===== src/hw/rtl/urmf_pkg.sv =====
// Package for the ultrasonic range median filter: state type, cell control
// struct, character codes, register indexes and reset values.
// No dependencies.
package urmf_pkg;

    localparam int RAW_W  = 20;
    localparam int BAND_W = 16;
    localparam int LIM_W  = 6;
    localparam int DIST_W = 28;
    localparam int CFG_W  = 2;
    localparam int DATA_W = 20;

    localparam logic [7:0] CHAR_R  = 8'h52;
    localparam logic [7:0] CHAR_CR = 8'h0D;
    localparam logic [7:0] CHAR_0  = 8'h30;
    localparam logic [7:0] CHAR_9  = 8'h39;

    localparam logic [RAW_W-1:0] DIGIT_MAX     = 20'hFFFFF;
    localparam logic [RAW_W-1:0] DIGIT_SAT_LIM = 20'd104857;

    localparam logic [CFG_W-1:0] REG_RAW_LOW   = 2'd0;
    localparam logic [CFG_W-1:0] REG_RAW_HIGH  = 2'd1;
    localparam logic [CFG_W-1:0] REG_BAND_HALF = 2'd2;
    localparam logic [CFG_W-1:0] REG_INV_LIMIT = 2'd3;

    localparam logic [RAW_W-1:0]  RST_RAW_LOW   = 20'd500;
    localparam logic [RAW_W-1:0]  RST_RAW_HIGH  = 20'd5000;
    localparam logic [BAND_W-1:0] RST_BAND_HALF = 16'd100;
    localparam logic [LIM_W-1:0]  RST_INV_LIMIT = 6'd30;

    typedef enum logic [1:0] {
        S_IDLE,
        S_MED,
        S_SCAN
    } t_state;

    typedef struct packed {
        logic ins;
        logic shift;
    } t_cell_ctl;

endpackage


===== src/hw/rtl/ultrasonic_range_median_filter_unit.sv =====
// A byte or timeout is taken while idle; its result, if any, is registered and appears in the next cycle.
// The reading that completes the set starts the finish: S_MED, then the S_SCAN pass, then the registered result.
// Throughput: one transaction per cycle while idle; busy during the finish pass,
// which scans the sorted cell chain one sample per cycle. The receiver cannot stall.
// Reset (synchronous, active low) restores register defaults and clears the sample, invalid and frame counts.
module ultrasonic_range_median_filter_unit
    import urmf_pkg::*;
#(
    parameter int SAMPLES     = 20,
    parameter int FRAME_CHARS = 7
) (
    input  logic              i_clk,
    input  logic              i_rst_n,
    input  logic              i_start,
    output logic              o_busy,
    input  logic              i_cmd,
    input  logic [7:0]        i_rx_byte,
    output logic              o_valid,
    output logic [DIST_W-1:0] o_distance_q8,
    output logic              o_error,
    input  logic              i_cfg_we,
    input  logic [CFG_W-1:0]  i_cfg_index,
    input  logic [DATA_W-1:0] i_cfg_data
);

    localparam int CNT_W  = $clog2(SAMPLES + 1);
    localparam int FC_W   = $clog2(FRAME_CHARS + 2);
    localparam int SCAN_W = $clog2(SAMPLES);
    localparam int MID    = SAMPLES / 2;
    localparam bit ODD    = (SAMPLES % 2) == 1;

    logic [RAW_W-1:0]  r_raw_low, r_raw_high;
    logic [BAND_W-1:0] r_band;
    logic [LIM_W-1:0]  r_limit;

    t_state            r_state, n_state;
    logic [CNT_W-1:0]  r_cnt, n_cnt;
    logic [LIM_W-1:0]  r_inv, n_inv;
    logic              r_in_frame, n_in_frame;
    logic [FC_W-1:0]   r_fc, n_fc;
    logic [RAW_W-1:0]  r_dv, n_dv;
    logic              r_ended, n_ended;
    logic [SCAN_W-1:0] r_scan, n_scan;
    logic signed [22:0] r_lo2, n_lo2, r_hi2, n_hi2;
    logic [DIST_W-1:0] r_acc, n_acc;
    logic              r_any, n_any;
    logic              r_valid, n_valid;
    logic [DIST_W-1:0] r_dist, n_dist;
    logic              r_err, n_err;

    t_cell_ctl         w_ctl;
    logic [RAW_W-1:0]  w_v [SAMPLES];
    logic              w_gt [SAMPLES];
    logic              w_accept;
    logic              w_inv_ev;
    logic [FC_W-1:0]   w_fc_inc;
    logic              w_is_digit;
    logic [23:0]       w_nv;
    logic [RAW_W-1:0]  w_dv_next;
    logic [20:0]       w_tm;
    logic signed [22:0] w_s2;
    logic              w_in_band;
    logic [DIST_W-1:0] w_s8;
    logic [DIST_W:0]   w_sum;

    assign w_accept = i_start && !o_busy;
    assign o_busy   = r_state != S_IDLE;
    assign o_valid  = r_valid;
    assign o_distance_q8 = r_dist;
    assign o_error  = r_err;

    genvar g;
    generate
        for (g = 0; g < SAMPLES; g++) begin : g_cell
            urmf_cell #(.IDX(g), .CNT_W(CNT_W)) u_cell (
                .i_clk    (i_clk),
                .i_ctl    (w_ctl),
                .i_cnt    (r_cnt),
                .i_x      (r_dv),
                .i_left_v ((g == 0) ? r_dv : w_v[(g == 0) ? 0 : g - 1]),
                .i_left_gt((g == 0) ? 1'b0 : w_gt[(g == 0) ? 0 : g - 1]),
                .i_right_v((g == SAMPLES - 1) ? w_v[g] : w_v[(g == SAMPLES - 1) ? g : g + 1]),
                .o_v      (w_v[g]),
                .o_gt     (w_gt[g])
            );
        end
    endgenerate

    assign w_fc_inc   = r_fc + 1'b1;
    assign w_is_digit = (i_rx_byte >= CHAR_0) && (i_rx_byte <= CHAR_9);
    assign w_nv       = {1'b0, r_dv, 3'b0} + {3'b0, r_dv, 1'b0} + {20'b0, i_rx_byte[3:0]};
    assign w_dv_next  = (r_dv > DIGIT_SAT_LIM || w_nv > {4'b0, DIGIT_MAX}) ? DIGIT_MAX
                                                                           : w_nv[RAW_W-1:0];

    assign w_tm      = ODD ? {w_v[MID], 1'b0} : ({1'b0, w_v[MID]} + {1'b0, w_v[MID-1]});
    assign w_s2      = $signed({2'b0, w_v[0], 1'b0});
    assign w_in_band = (w_s2 >= r_lo2) && (w_s2 <= r_hi2);
    assign w_s8      = {w_v[0], 8'b0};
    assign w_sum     = {1'b0, r_acc} + {1'b0, w_s8};

    always_comb begin
        n_state    = r_state;
        n_cnt      = r_cnt;
        n_inv      = r_inv;
        n_in_frame = r_in_frame;
        n_fc       = r_fc;
        n_dv       = r_dv;
        n_ended    = r_ended;
        n_scan     = r_scan;
        n_lo2      = r_lo2;
        n_hi2      = r_hi2;
        n_acc      = r_acc;
        n_any      = r_any;
        n_valid    = 1'b0;
        n_dist     = r_dist;
        n_err      = r_err;
        w_ctl      = '0;
        w_inv_ev   = 1'b0;
        unique case (r_state)
            S_IDLE: begin
                if (w_accept) begin
                    if (i_cmd) begin
                        n_in_frame = 1'b0; n_fc = '0; n_dv = '0; n_ended = 1'b0;
                        w_inv_ev = 1'b1;
                    end else if (!r_in_frame) begin
                        if (i_rx_byte == CHAR_R) begin
                            n_in_frame = 1'b1; n_fc = '0; n_dv = '0; n_ended = 1'b0;
                        end else begin
                            w_inv_ev = 1'b1;
                        end
                    end else if (w_fc_inc > FC_W'(FRAME_CHARS)) begin
                        n_in_frame = 1'b0; n_fc = '0; n_dv = '0; n_ended = 1'b0;
                        w_inv_ev = 1'b1;
                    end else if (i_rx_byte == CHAR_CR) begin
                        n_in_frame = 1'b0; n_fc = '0; n_dv = '0; n_ended = 1'b0;
                        if (r_dv > r_raw_low && r_dv < r_raw_high) begin
                            w_ctl.ins = 1'b1;
                            n_cnt = r_cnt + 1'b1;
                            if (n_cnt == CNT_W'(SAMPLES)) begin
                                n_state = S_MED;
                            end
                        end else begin
                            w_inv_ev = 1'b1;
                        end
                    end else begin
                        n_fc = w_fc_inc;
                        if (!r_ended) begin
                            if (w_is_digit) begin
                                n_dv = w_dv_next;
                            end else begin
                                n_ended = 1'b1;
                            end
                        end
                    end
                    if (w_inv_ev) begin
                        if (({1'b0, r_inv} + 1'b1) > {1'b0, r_limit}) begin
                            n_valid = 1'b1; n_dist = '0; n_err = 1'b1;
                            n_inv = '0; n_cnt = '0;
                            n_in_frame = 1'b0; n_fc = '0; n_dv = '0; n_ended = 1'b0;
                        end else begin
                            n_inv = r_inv + 1'b1;
                        end
                    end
                end
            end
            S_MED: begin
                n_lo2  = $signed({2'b0, w_tm}) - $signed({6'b0, r_band, 1'b0});
                n_hi2  = $signed({2'b0, w_tm}) + $signed({6'b0, r_band, 1'b0});
                n_scan = '0;
                n_any  = 1'b0;
                n_acc  = '0;
                n_state = S_SCAN;
            end
            S_SCAN: begin
                w_ctl.shift = 1'b1;
                if (w_in_band) begin
                    n_any = 1'b1;
                    n_acc = r_any ? w_sum[DIST_W:1] : w_s8;
                end
                if (r_scan == SCAN_W'(SAMPLES - 1)) begin
                    n_state = S_IDLE;
                    n_valid = 1'b1;
                    n_dist  = n_acc;
                    n_err   = 1'b0;
                    n_cnt   = '0;
                    n_inv   = '0;
                end else begin
                    n_scan = r_scan + 1'b1;
                end
            end
            default: n_state = S_IDLE;
        endcase
    end

    always_ff @(posedge i_clk) begin
        if (!i_rst_n) begin
            r_raw_low  <= RST_RAW_LOW;
            r_raw_high <= RST_RAW_HIGH;
            r_band     <= RST_BAND_HALF;
            r_limit    <= RST_INV_LIMIT;
        end else if (i_cfg_we) begin
            unique case (i_cfg_index)
                REG_RAW_LOW:   r_raw_low  <= i_cfg_data[RAW_W-1:0];
                REG_RAW_HIGH:  r_raw_high <= i_cfg_data[RAW_W-1:0];
                REG_BAND_HALF: r_band     <= i_cfg_data[BAND_W-1:0];
                REG_INV_LIMIT: r_limit    <= i_cfg_data[LIM_W-1:0];
                default: ;
            endcase
        end
    end

    always_ff @(posedge i_clk) begin
        if (!i_rst_n) begin
            r_state    <= S_IDLE;
            r_cnt      <= '0;
            r_inv      <= '0;
            r_in_frame <= 1'b0;
            r_fc       <= '0;
            r_dv       <= '0;
            r_ended    <= 1'b0;
            r_valid    <= 1'b0;
        end else begin
            r_state    <= n_state;
            r_cnt      <= n_cnt;
            r_inv      <= n_inv;
            r_in_frame <= n_in_frame;
            r_fc       <= n_fc;
            r_dv       <= n_dv;
            r_ended    <= n_ended;
            r_valid    <= n_valid;
        end
    end

    always_ff @(posedge i_clk) begin
        r_scan <= n_scan;
        r_lo2  <= n_lo2;
        r_hi2  <= n_hi2;
        r_acc  <= n_acc;
        r_any  <= n_any;
        r_dist <= n_dist;
        r_err  <= n_err;
    end

`ifndef SYNTH
    a_result_source: assert property (@(posedge i_clk) disable iff (!i_rst_n)
        o_valid |-> ($past(w_accept) || $past(r_state == S_SCAN)))
        else $error("result without a transaction or finish pass");
    a_error_zero: assert property (@(posedge i_clk) disable iff (!i_rst_n)
        (o_valid && o_error) |-> (o_distance_q8 == '0))
        else $error("error result carries a distance");
    a_med_full: assert property (@(posedge i_clk) disable iff (!i_rst_n)
        (r_state == S_MED) |-> (r_cnt == CNT_W'(SAMPLES)))
        else $error("finish started without a full sample set");
`endif

endmodule


===== src/hw/rtl/urmf_cell.sv =====
// One cell of the sorted sample chain: insertion in place or shift toward cell 0.
// Depends on urmf_pkg.
module urmf_cell
    import urmf_pkg::*;
#(
    parameter int IDX   = 0,
    parameter int CNT_W = 5
) (
    input  logic             i_clk,
    input  t_cell_ctl        i_ctl,
    input  logic [CNT_W-1:0] i_cnt,
    input  logic [RAW_W-1:0] i_x,
    input  logic [RAW_W-1:0] i_left_v,
    input  logic             i_left_gt,
    input  logic [RAW_W-1:0] i_right_v,
    output logic [RAW_W-1:0] o_v,
    output logic             o_gt
);

    logic [RAW_W-1:0] r_v;
    logic [RAW_W-1:0] n_v;
    logic             w_used;
    logic             w_tail;

    assign w_used = CNT_W'(IDX) < i_cnt;
    assign w_tail = CNT_W'(IDX) == i_cnt;
    assign o_gt   = w_used && (r_v > i_x);
    assign o_v    = r_v;

    always_comb begin
        n_v = r_v;
        if (i_ctl.shift) begin
            n_v = i_right_v;
        end else if (i_ctl.ins && (o_gt || w_tail)) begin
            n_v = i_left_gt ? i_left_v : i_x;
        end
    end

    always_ff @(posedge i_clk) begin
        r_v <= n_v;
    end

endmodule


===== config.mk =====
export PLATFORM = sky130hd
export DESIGN_NAME = ultrasonic_range_median_filter_unit
export DESIGN_NICKNAME = d
export VERILOG_FILES = /design/src/hw/rtl/urmf_pkg.sv /design/src/hw/rtl/ultrasonic_range_median_filter_unit.sv /design/src/hw/rtl/urmf_cell.sv
export SDC_FILE = /design/constraint.sdc
export NUM_CORES = 2
export LEC_CHECK = 0
export BUFFER_PORTS_ARGS = -buffer_cell sky130_fd_sc_hd__buf_2
export CAP_MARGIN = 20
export CORE_MARGIN = 8
export CORE_UTILIZATION = 59
export CTS_CLUSTER_DIAMETER = 200
export DETAILED_ROUTE_END_ITERATION = 10
export GPL_TIMING_DRIVEN = 0
export PLACE_DENSITY_LB_ADDON = 0.3
export SLEW_MARGIN = 20
export SYNTH_ARGS = -nofsm -noshare
export SYNTH_HDL_FRONTEND = slang
export SYNTH_SLANG_ARGS = --single-unit

===== constraint.sdc =====
create_clock -name i_clk -period 5 [get_ports i_clk]
set_clock_uncertainty 0.1 [all_clocks]
set_input_delay 0.25 -clock i_clk [delete_from_list [all_inputs] [get_ports i_clk]]
set_output_delay 0.25 -clock i_clk [all_outputs]
set_load 0.05 [all_outputs]

Yosys cells after proc, flatten, opt, wreduce, memory -nomap -nowiden
Cells that the tools add are included.
{ "word_totals": {"register_bits": 611, "elab_cells": 396, "out_inout_bits": 31} }
{ "classes": {"addsub": 11, "muxes": 152, "bitwise": 1, "reduce_logical": 103, "eq_ne": 40, "magnitude_cmp": 50} }
{ "ops": {"columns": ["op", "count"], "rows": [
  ["$mux W20", 67],
  ["$gt A20 B20 Y1", 21],
  ["$mux W28", 6],
  ["$pmux W28 S2", 2],
  ["$mux W5", 10],
  ["$logic_and A1 B1 Y1", 44],
  ["$reduce_bool A2 Y1", 22],
  ["$mux W1", 41],
  ["$eq A4 B5 Y1 const A", 8],
  ["$lt A4 B5 Y1 const A", 8],
  ["$add A28 B28 Y29", 1],
  ["$mux W4", 7],
  ["$add A23 B21 Y24", 1],
  ["$add A24 B4 Y24", 1],
  ["$gt A24 B20 Y1 const B", 1],
  ["$mux W6", 4],
  ["$ge A22 B23 Y1", 1],
  ["$le A22 B23 Y1", 1],
  ["$add A21 B17 Y22", 1],
  ["$ne A2 B2 Y1 const B", 11],
  ["$sub A21 B17 Y22", 1],
  ["$add A20 B20 Y21", 1],
  ["$logic_or A1 B1 Y1", 21],
  ["$eq A3 B5 Y1 const A", 4],
  ["other kinds (37)", 72]
]} }

Longest topological paths before layout
{ "logic_depth": {"word_depth": 13, "mapped_depth": 19, "depth_no_buf": 18} }

Hierarchy
Synthesis repeated with hierarchy kept, for this count alone.
{ "unflattened": {"cells_unflattened": 4932, "hier_area_um2": 46164.3} }
{ "modules_own_cells": {"columns": ["mod", "instances", "area_each_um2", "cells_each"], "rows": [
  ["ultrasonic_range_median_filter_unit", 1, 14918.1, 1666],
  ["urmf_cell (g_cell[4].u_cell ...)", 2, 1554.0, 161],
  ["urmf_cell (g_cell[15].u_cell)", 1, 1591.5, 165],
  ["urmf_cell (g_cell[7].u_cell)", 1, 1580.3, 164],
  ["urmf_cell (g_cell[18].u_cell)", 1, 1576.5, 167],
  ["urmf_cell (g_cell[1].u_cell)", 1, 1576.5, 166],
  ["urmf_cell (g_cell[3].u_cell)", 1, 1569.0, 166],
  ["urmf_cell (g_cell[0].u_cell)", 1, 1564.0, 165],
  ["urmf_cell (g_cell[10].u_cell)", 1, 1562.7, 162],
  ["urmf_cell (g_cell[16].u_cell)", 1, 1562.7, 167],
  ["urmf_cell (g_cell[12].u_cell)", 1, 1559.0, 162],
  ["urmf_cell (g_cell[19].u_cell)", 1, 1559.0, 165],
  ["urmf_cell (g_cell[2].u_cell)", 1, 1559.0, 161],
  ["urmf_cell (g_cell[8].u_cell)", 1, 1556.5, 161],
  ["+6 rows", null, null, null]
]} }

Worst setup path before layout
Ideal clock, no wire load.
{ "synth_timing": {"path_type": "register to register", "start": "register r_dv[16]", "end": "register g_cell[15].u_cell.r_v[0] (enable)", "stages_incl_launch_ff": 13, "arrival_ns": 4.339, "path_buffers": 2, "path_slack_ns": 0.136, "setup_time_ns": 0.425, "cell_sequence": "dfxtp_1 > clkbuf_1 > inv_1 > ha_1 > nand4_1 > nor2_1 > nand3_1 > or4_1 > o21ai_0 > o21ai_1 > buf_2 > a21boi_0 > o21ai_0"} }
{ "synth_via": {"elab_chain_len": 11, "elab_cells_between_ends": 15, "classes_between": "order compare: 3; mux: 7; reduce/logical: 5"} }
{ "synth_rtl": {"columns": ["element", "line_no", "rtl"], "rows": [
  ["start, declared", "ultrasonic_range_median_filter_unit.sv:41", "logic [RAW_W-1:0] r_dv, n_dv;"],
  ["start signal, assigned", "ultrasonic_range_median_filter_unit.sv:228", "r_dv <= n_dv;"],
  ["$gt A20 B20 Y1 / $lt A20 B20 Y1 (equally long branches)", "ultrasonic_range_median_filter_unit.sv:136", "if (r_dv > r_raw_low && r_dv < r_raw_high) begin"],
  ["$logic_and A1 B1 Y1", "ultrasonic_range_median_filter_unit.sv:136", null],
  ["$mux W1", "ultrasonic_range_median_filter_unit.sv:136", null],
  ["$mux W1", "ultrasonic_range_median_filter_unit.sv:134", "end else if (i_rx_byte == CHAR_CR) begin"],
  ["$mux W1", "ultrasonic_range_median_filter_unit.sv:131", "end else if (w_fc_inc > FC_W'(FRAME_CHARS)) begin"],
  ["$mux W1", "ultrasonic_range_median_filter_unit.sv:125", "end else if (!r_in_frame) begin"],
  ["$mux W1", "ultrasonic_range_median_filter_unit.sv:122", "if (i_cmd) begin"],
  ["$mux W1", "ultrasonic_range_median_filter_unit.sv:121", "if (w_accept) begin"],
  ["$mux W1", "ultrasonic_range_median_filter_unit.sv:119", "unique case (r_state)"],
  ["$logic_and A1 B1 Y1 (*)", "urmf_cell.sv:34", "end else if (i_ctl.ins && (o_gt || w_tail)) begin"],
  ["$reduce_bool A2 Y1 (no line) (*)", null, null],
  ["end signal, assigned", "urmf_cell.sv:40", "r_v <= n_v;"],
  ["end, declared", "urmf_cell.sv:20", "logic [RAW_W-1:0] r_v;"]
]} }
Mark *: on every way between the ends. The rest lies on a longest branch, timed or not.
A chain may end at the register's enable or synchronous reset.

Worst setup path in the final report
{ "layout_timing": {"start": "register r_dv[11]", "end": "register g_cell[2].u_cell.r_v[15] (enable)"} }
{ "layout_via": {"elab_chain_len": 11, "elab_cells_between_ends": 15, "classes_between": "order compare: 3; mux: 7; reduce/logical: 5"} }
{ "layout_rtl": {"columns": ["element", "line_no"], "rows": [
  ["$gt A20 B20 Y1 / $lt A20 B20 Y1 (equally long branches)", "ultrasonic_range_median_filter_unit.sv:136"],
  ["$logic_and A1 B1 Y1", "ultrasonic_range_median_filter_unit.sv:136"],
  ["$mux W1", "ultrasonic_range_median_filter_unit.sv:136"],
  ["$mux W1", "ultrasonic_range_median_filter_unit.sv:134"],
  ["$mux W1", "ultrasonic_range_median_filter_unit.sv:131"],
  ["$mux W1", "ultrasonic_range_median_filter_unit.sv:125"],
  ["$mux W1", "ultrasonic_range_median_filter_unit.sv:122"],
  ["$mux W1", "ultrasonic_range_median_filter_unit.sv:121"],
  ["$mux W1", "ultrasonic_range_median_filter_unit.sv:119"],
  ["$logic_and A1 B1 Y1 (*)", "urmf_cell.sv:34"],
  ["$reduce_bool A2 Y1 (no line) (*)", null],
  ["end signal, assigned", "urmf_cell.sv:40"],
  ["end, declared", "urmf_cell.sv:20"]
]} }
Marks and branches as above.

==> impl.org <==
** Synthesis
- Adder and majority cell fraction of the synthesized area :: 17.4%
- After synthesis the netlist holds a flip-flop and latch count of 607.
- Fraction of synthesized cell area taken by the top area cell type :: 34.4%
- Yosys cell types :: 97
- The most used flip-flop cell after synthesis is sky130_fd_sc_hd__edfxtp_1.
- Proportion of synthesized chip area in sequential cells :: 39.1%
- Biggest area contributors in the synthesized netlist :: sky130_fd_sc_hd__edfxtp_1, sky130_fd_sc_hd__ha_1, sky130_fd_sc_hd__mux2i_1, sky130_fd_sc_hd__o21ai_0, sky130_fd_sc_hd__nand2_1
- Warnings, synthesis :: 0
- Complex-gate fraction of the synthesized area :: 17.8%
- Number of enable-type register cells in the synthesized netlist :: 505
- After Yosys synthesis, XOR and XNOR cells account for 1.65% of the synthesized area.
- Largest family of logic cells by synthesized area :: compound AO/OA/AOI/OAI gates
- The synthesized netlist devotes 11.6% of its cell area to simple gates.
- A synthesized cell averages 9.83 µm².
- Biggest area consumer among synthesized cells :: sky130_fd_sc_hd__edfxtp_1
- Number of standard cells after synthesis :: 4481
- Post-synthesis async set-or-reset flop share :: 0%
- Net count after synthesis :: 5126
- Mux share of post-synthesis cell area :: 8.91%
- Cell Area, Synth :: 44000 µm²

** Worst setup path
- STA classifies the critical path startpoint as a flop.
- Type of the worst setup path :: flop to flop
- Data required time of the worst path :: 5.22 ns
- Arrival time of data at the critical path endpoint :: 5.17 ns
- Peak fanout along the critical path :: 22
- Category of the worst setup path capture point :: flop

** Clocking
- H-tree levels :: 3
- Clock-pin transition on the worst setup and hold timing paths :: 0.06 ns
- Clock sink count :: 607
- TritonCTS created 71 clock buffers.
- Clock latency on the worst-skew pair, taken at its later pin, is 0.63 ns.
- Maximum root-to-sink buffer count :: 3
- Clock tree synthesis selected as its root buffer the cell sky130_fd_sc_hd__clkbuf_16.
- TritonCTS built the clock tree.

** STA
- Tcrit/Tclk final :: 99.0%
- The number of max-slew violations in the final report is 0.
- Final setup slack of the worst path :: 0.0504 ns
- Max Clock Freq :: 202 MHz
- Total negative setup slack :: 0 ns
- Time the final worst path needs with I/O delays and setup :: 4.95 ns
- Final hold analysis gives a worst-case slack of 0.0234 ns.
- Worst slew margin :: 11.8%
- RSZ-0062 raised after global routing :: no
- For the pin with the worst max-slew slack, the measured transition is 1.32 ns.
- Final hold violation count :: 0
- Finish-stage setup viols :: 0

** Status
- The run finished with clean final reports.

** GRT
- Global route overflow :: 0
- The initial antenna violation count came to 9.
- The number of global-route vias before repair is 37.0k.
- Entering global routing, the biggest net connects 30 pins.
- Total GRT Usage :: 36.6%
- The first global-routing pass estimated 230000 µm of wire.

** Pwr
- Standby leakage power :: 0.0197 µW
- The worst-case IR drop observed on VDD is 0.272 mV.
- For this design the ratio of total power to cell area is 226 nW/µm².

** Placement
- Buffers placed on the I/O ports in this run total 62.
- Setup WS pre-CTS :: -0.692 ns
- The congestion estimate from routability-driven global placement came to 1.04.
- The HPWL after detailed placement is 114000 µm.

** Routing
- The final layout contains routed wiring with a total length of 157000 µm.
- For this run, the detailed router's first-pass iteration total came to 8.
- In this run the remaining antenna-violating nets after routing total 0.
- Vias per std cell :: 6.83
- Across all layers, the routed design uses 39.1k vias.
- First DRT Iteration DRCs :: 5352
- Wire per inst :: 27.4 µm
- Drc violations :: 0

** Die
- In this run the vertical extent of the chip is 289 µm.
- Core Area :: 74200 µm²
- Pin placement for this block handled 66 I/O pins.
- The floorplan has 100 rows.
- Die boundary width :: 289 µm
- The die covers 83700 µm².
- Initial core utilization :: 59.4%

** Final layout
- Of the cells placed in the final design, the portion with a size suffix greater than 1 is 8.34%.
- Compared with the post-synthesis result, the final layout area differs by 11.4%.
- NumNets Final :: 5325

** Job
- Total of max-cap violations :: 0

** Min path
- The path class of the tightest hold or removal check is input port to flop.
[cell usage after synthesis (40+ instances only)]
cell type	count
sky130_fd_sc_hd__a21o_1	181
sky130_fd_sc_hd__edfxtp_1	505
sky130_fd_sc_hd__o21a_1	66
sky130_fd_sc_hd__nor2_1	115
sky130_fd_sc_hd__inv_1	176
sky130_fd_sc_hd__buf_2	40
sky130_fd_sc_hd__nand4_1	88
sky130_fd_sc_hd__nand2_1	622
sky130_fd_sc_hd__nand3_1	54
sky130_fd_sc_hd__nor2b_1	52
sky130_fd_sc_hd__a21boi_0	49
sky130_fd_sc_hd__a21oi_1	239
sky130_fd_sc_hd__dfxtp_1	102
sky130_fd_sc_hd__clkbuf_1	179
sky130_fd_sc_hd__mux2i_1	378
sky130_fd_sc_hd__ha_1	604
sky130_fd_sc_hd__xnor2_1	56
sky130_fd_sc_hd__o21ai_0	517
[worst paths after layout]
kind / cells past startpoint / slack, ns / endpoint / start
worst max-delay path: 11 / 0.05 / g_cell[2].u_cell.o_v[15]$_DFFE_PP_ / r_dv[11]$_SDFFE_PN0P_
worst min-delay path: 3 / 0.02 / r_fc[2]$_SDFFE_PN0P_ / i_cmd
worst max register to register: 11 / 0.05 / g_cell[2].u_cell.o_v[15]$_DFFE_PP_ / r_dv[11]$_SDFFE_PN0P_
worst min register to register: 2 / 0.36 / r_raw_low[11]$_SDFFE_PN0P_ / r_raw_low[11]$_SDFFE_PN0P_
[state kept, by name, indices dropped and copies added (netlist names), 6 cells and up]
register	cells
g_cell.u_cell.o_v	400
o_distance_q8	28
r_acc	28
r_hi2	21
r_lo2	21
r_dv	20
r_raw_high	20
r_raw_low	20
r_band	16
r_inv	6
r_limit	6
[power by group]
part,internal [µW],total [µW],switching [µW]
clock,3190,5440,2240
sequential,5420,5440,12.3
combinational,92.0,233,141
total,8710,11100,2400
[critical path, cell delays in order, from the launching register on]
cell	delay [ns]
sky130_fd_sc_hd__dfxtp_1	0.50
sky130_fd_sc_hd__buf_2	0.60
sky130_fd_sc_hd__inv_2	0.56
sky130_fd_sc_hd__ha_1	0.50
sky130_fd_sc_hd__nand4_1	0.11
sky130_fd_sc_hd__nor4_1	0.63
sky130_fd_sc_hd__a211oi_1	0.15
sky130_fd_sc_hd__a21oi_1	0.33
sky130_fd_sc_hd__buf_2	0.38
sky130_fd_sc_hd__a21oi_1	0.09
sky130_fd_sc_hd__o21ai_2	0.38
sky130_fd_sc_hd__buf_6	0.26
[metrics by stage]
step	util (%)	area, µm²	power [µW]	cells
floorplan	-	44000	5680	4481
global placement	61.4	45600	5750	5512
detailed placement	62.3	46300	5750	5543
CTS	66.0	49000	11100	5700
global route	66.1	49000	11300	5706
finish	66.1	49100	11100	5719
[layout make-up]
type	instances	area (µm²)
Inverter	177	683
Tap cell	969	1210
Buffer	224	963
Fill cell	5907	25100
Antenna cell	14	35.0
Timing Repair Buffer	126	1190
Sequential cell	607	17200
Clock inverter	33	360
Clock buffer	96	2010
Multi-Input combinational cell	3473	25400
[cell usage in the layout, fill, tap and decap left out, types with 65 or more instances in the layout]
| cell | netlist | final |
|---|---|---|
| sky130_fd_sc_hd__buf_2 | 40 | 104 |
| sky130_fd_sc_hd__o21a_1 | 66 | 65 |
| sky130_fd_sc_hd__nand4_1 | 88 | 88 |
| sky130_fd_sc_hd__edfxtp_1 | 505 | 505 |
| sky130_fd_sc_hd__o21ai_0 | 517 | 501 |
| sky130_fd_sc_hd__mux2i_1 | 378 | 378 |
| sky130_fd_sc_hd__clkbuf_16 | 0 | 75 |
| sky130_fd_sc_hd__dfxtp_1 | 102 | 101 |
| sky130_fd_sc_hd__clkbuf_1 | 179 | 155 |
| sky130_fd_sc_hd__inv_1 | 176 | 156 |
| sky130_fd_sc_hd__nand2_1 | 622 | 622 |
| sky130_fd_sc_hd__nor2_1 | 115 | 114 |
| sky130_fd_sc_hd__ha_1 | 604 | 602 |
| sky130_fd_sc_hd__a21o_1 | 181 | 181 |
| sky130_fd_sc_hd__a21oi_1 | 239 | 238 |
[routing by layer]
metal / track usage, % / part of all wire [%] / up-vias
met5: 0 / 0.017 / -
met4: 24.1 / 7.9 / 4
met3: 11.8 / 13 / 768
met2: 54.9 / 42 / 2890
met1: 45.1 / 37 / 18300
li1: - / - / 17100
[kinds of logic (layout without fill, tap and decap cells)]
logic type	after synthesis	in the layout
fa+ha+maj	610	610
xor+xnor	83	83
compound gates	1284	1285
other cells	0	14
flops	607	607
mux	390	390
buf+inv	402	656
simple gates	1105	1105
[repair_timing]
| item | CTS | global route |
|---|---|---|
| gates resized for setup | 14 | 19 |
| hold endpoints to repair | 63 | 0 |
| gates cloned | 1 | 0 |
| pin swaps | 2 | 2 |
| setup endpoints to repair | 403 | 79 |
| buffers inserted | 2 | 6 |
| hold buffers | 25 | 0 |
(Power assumes the default switching activity.)
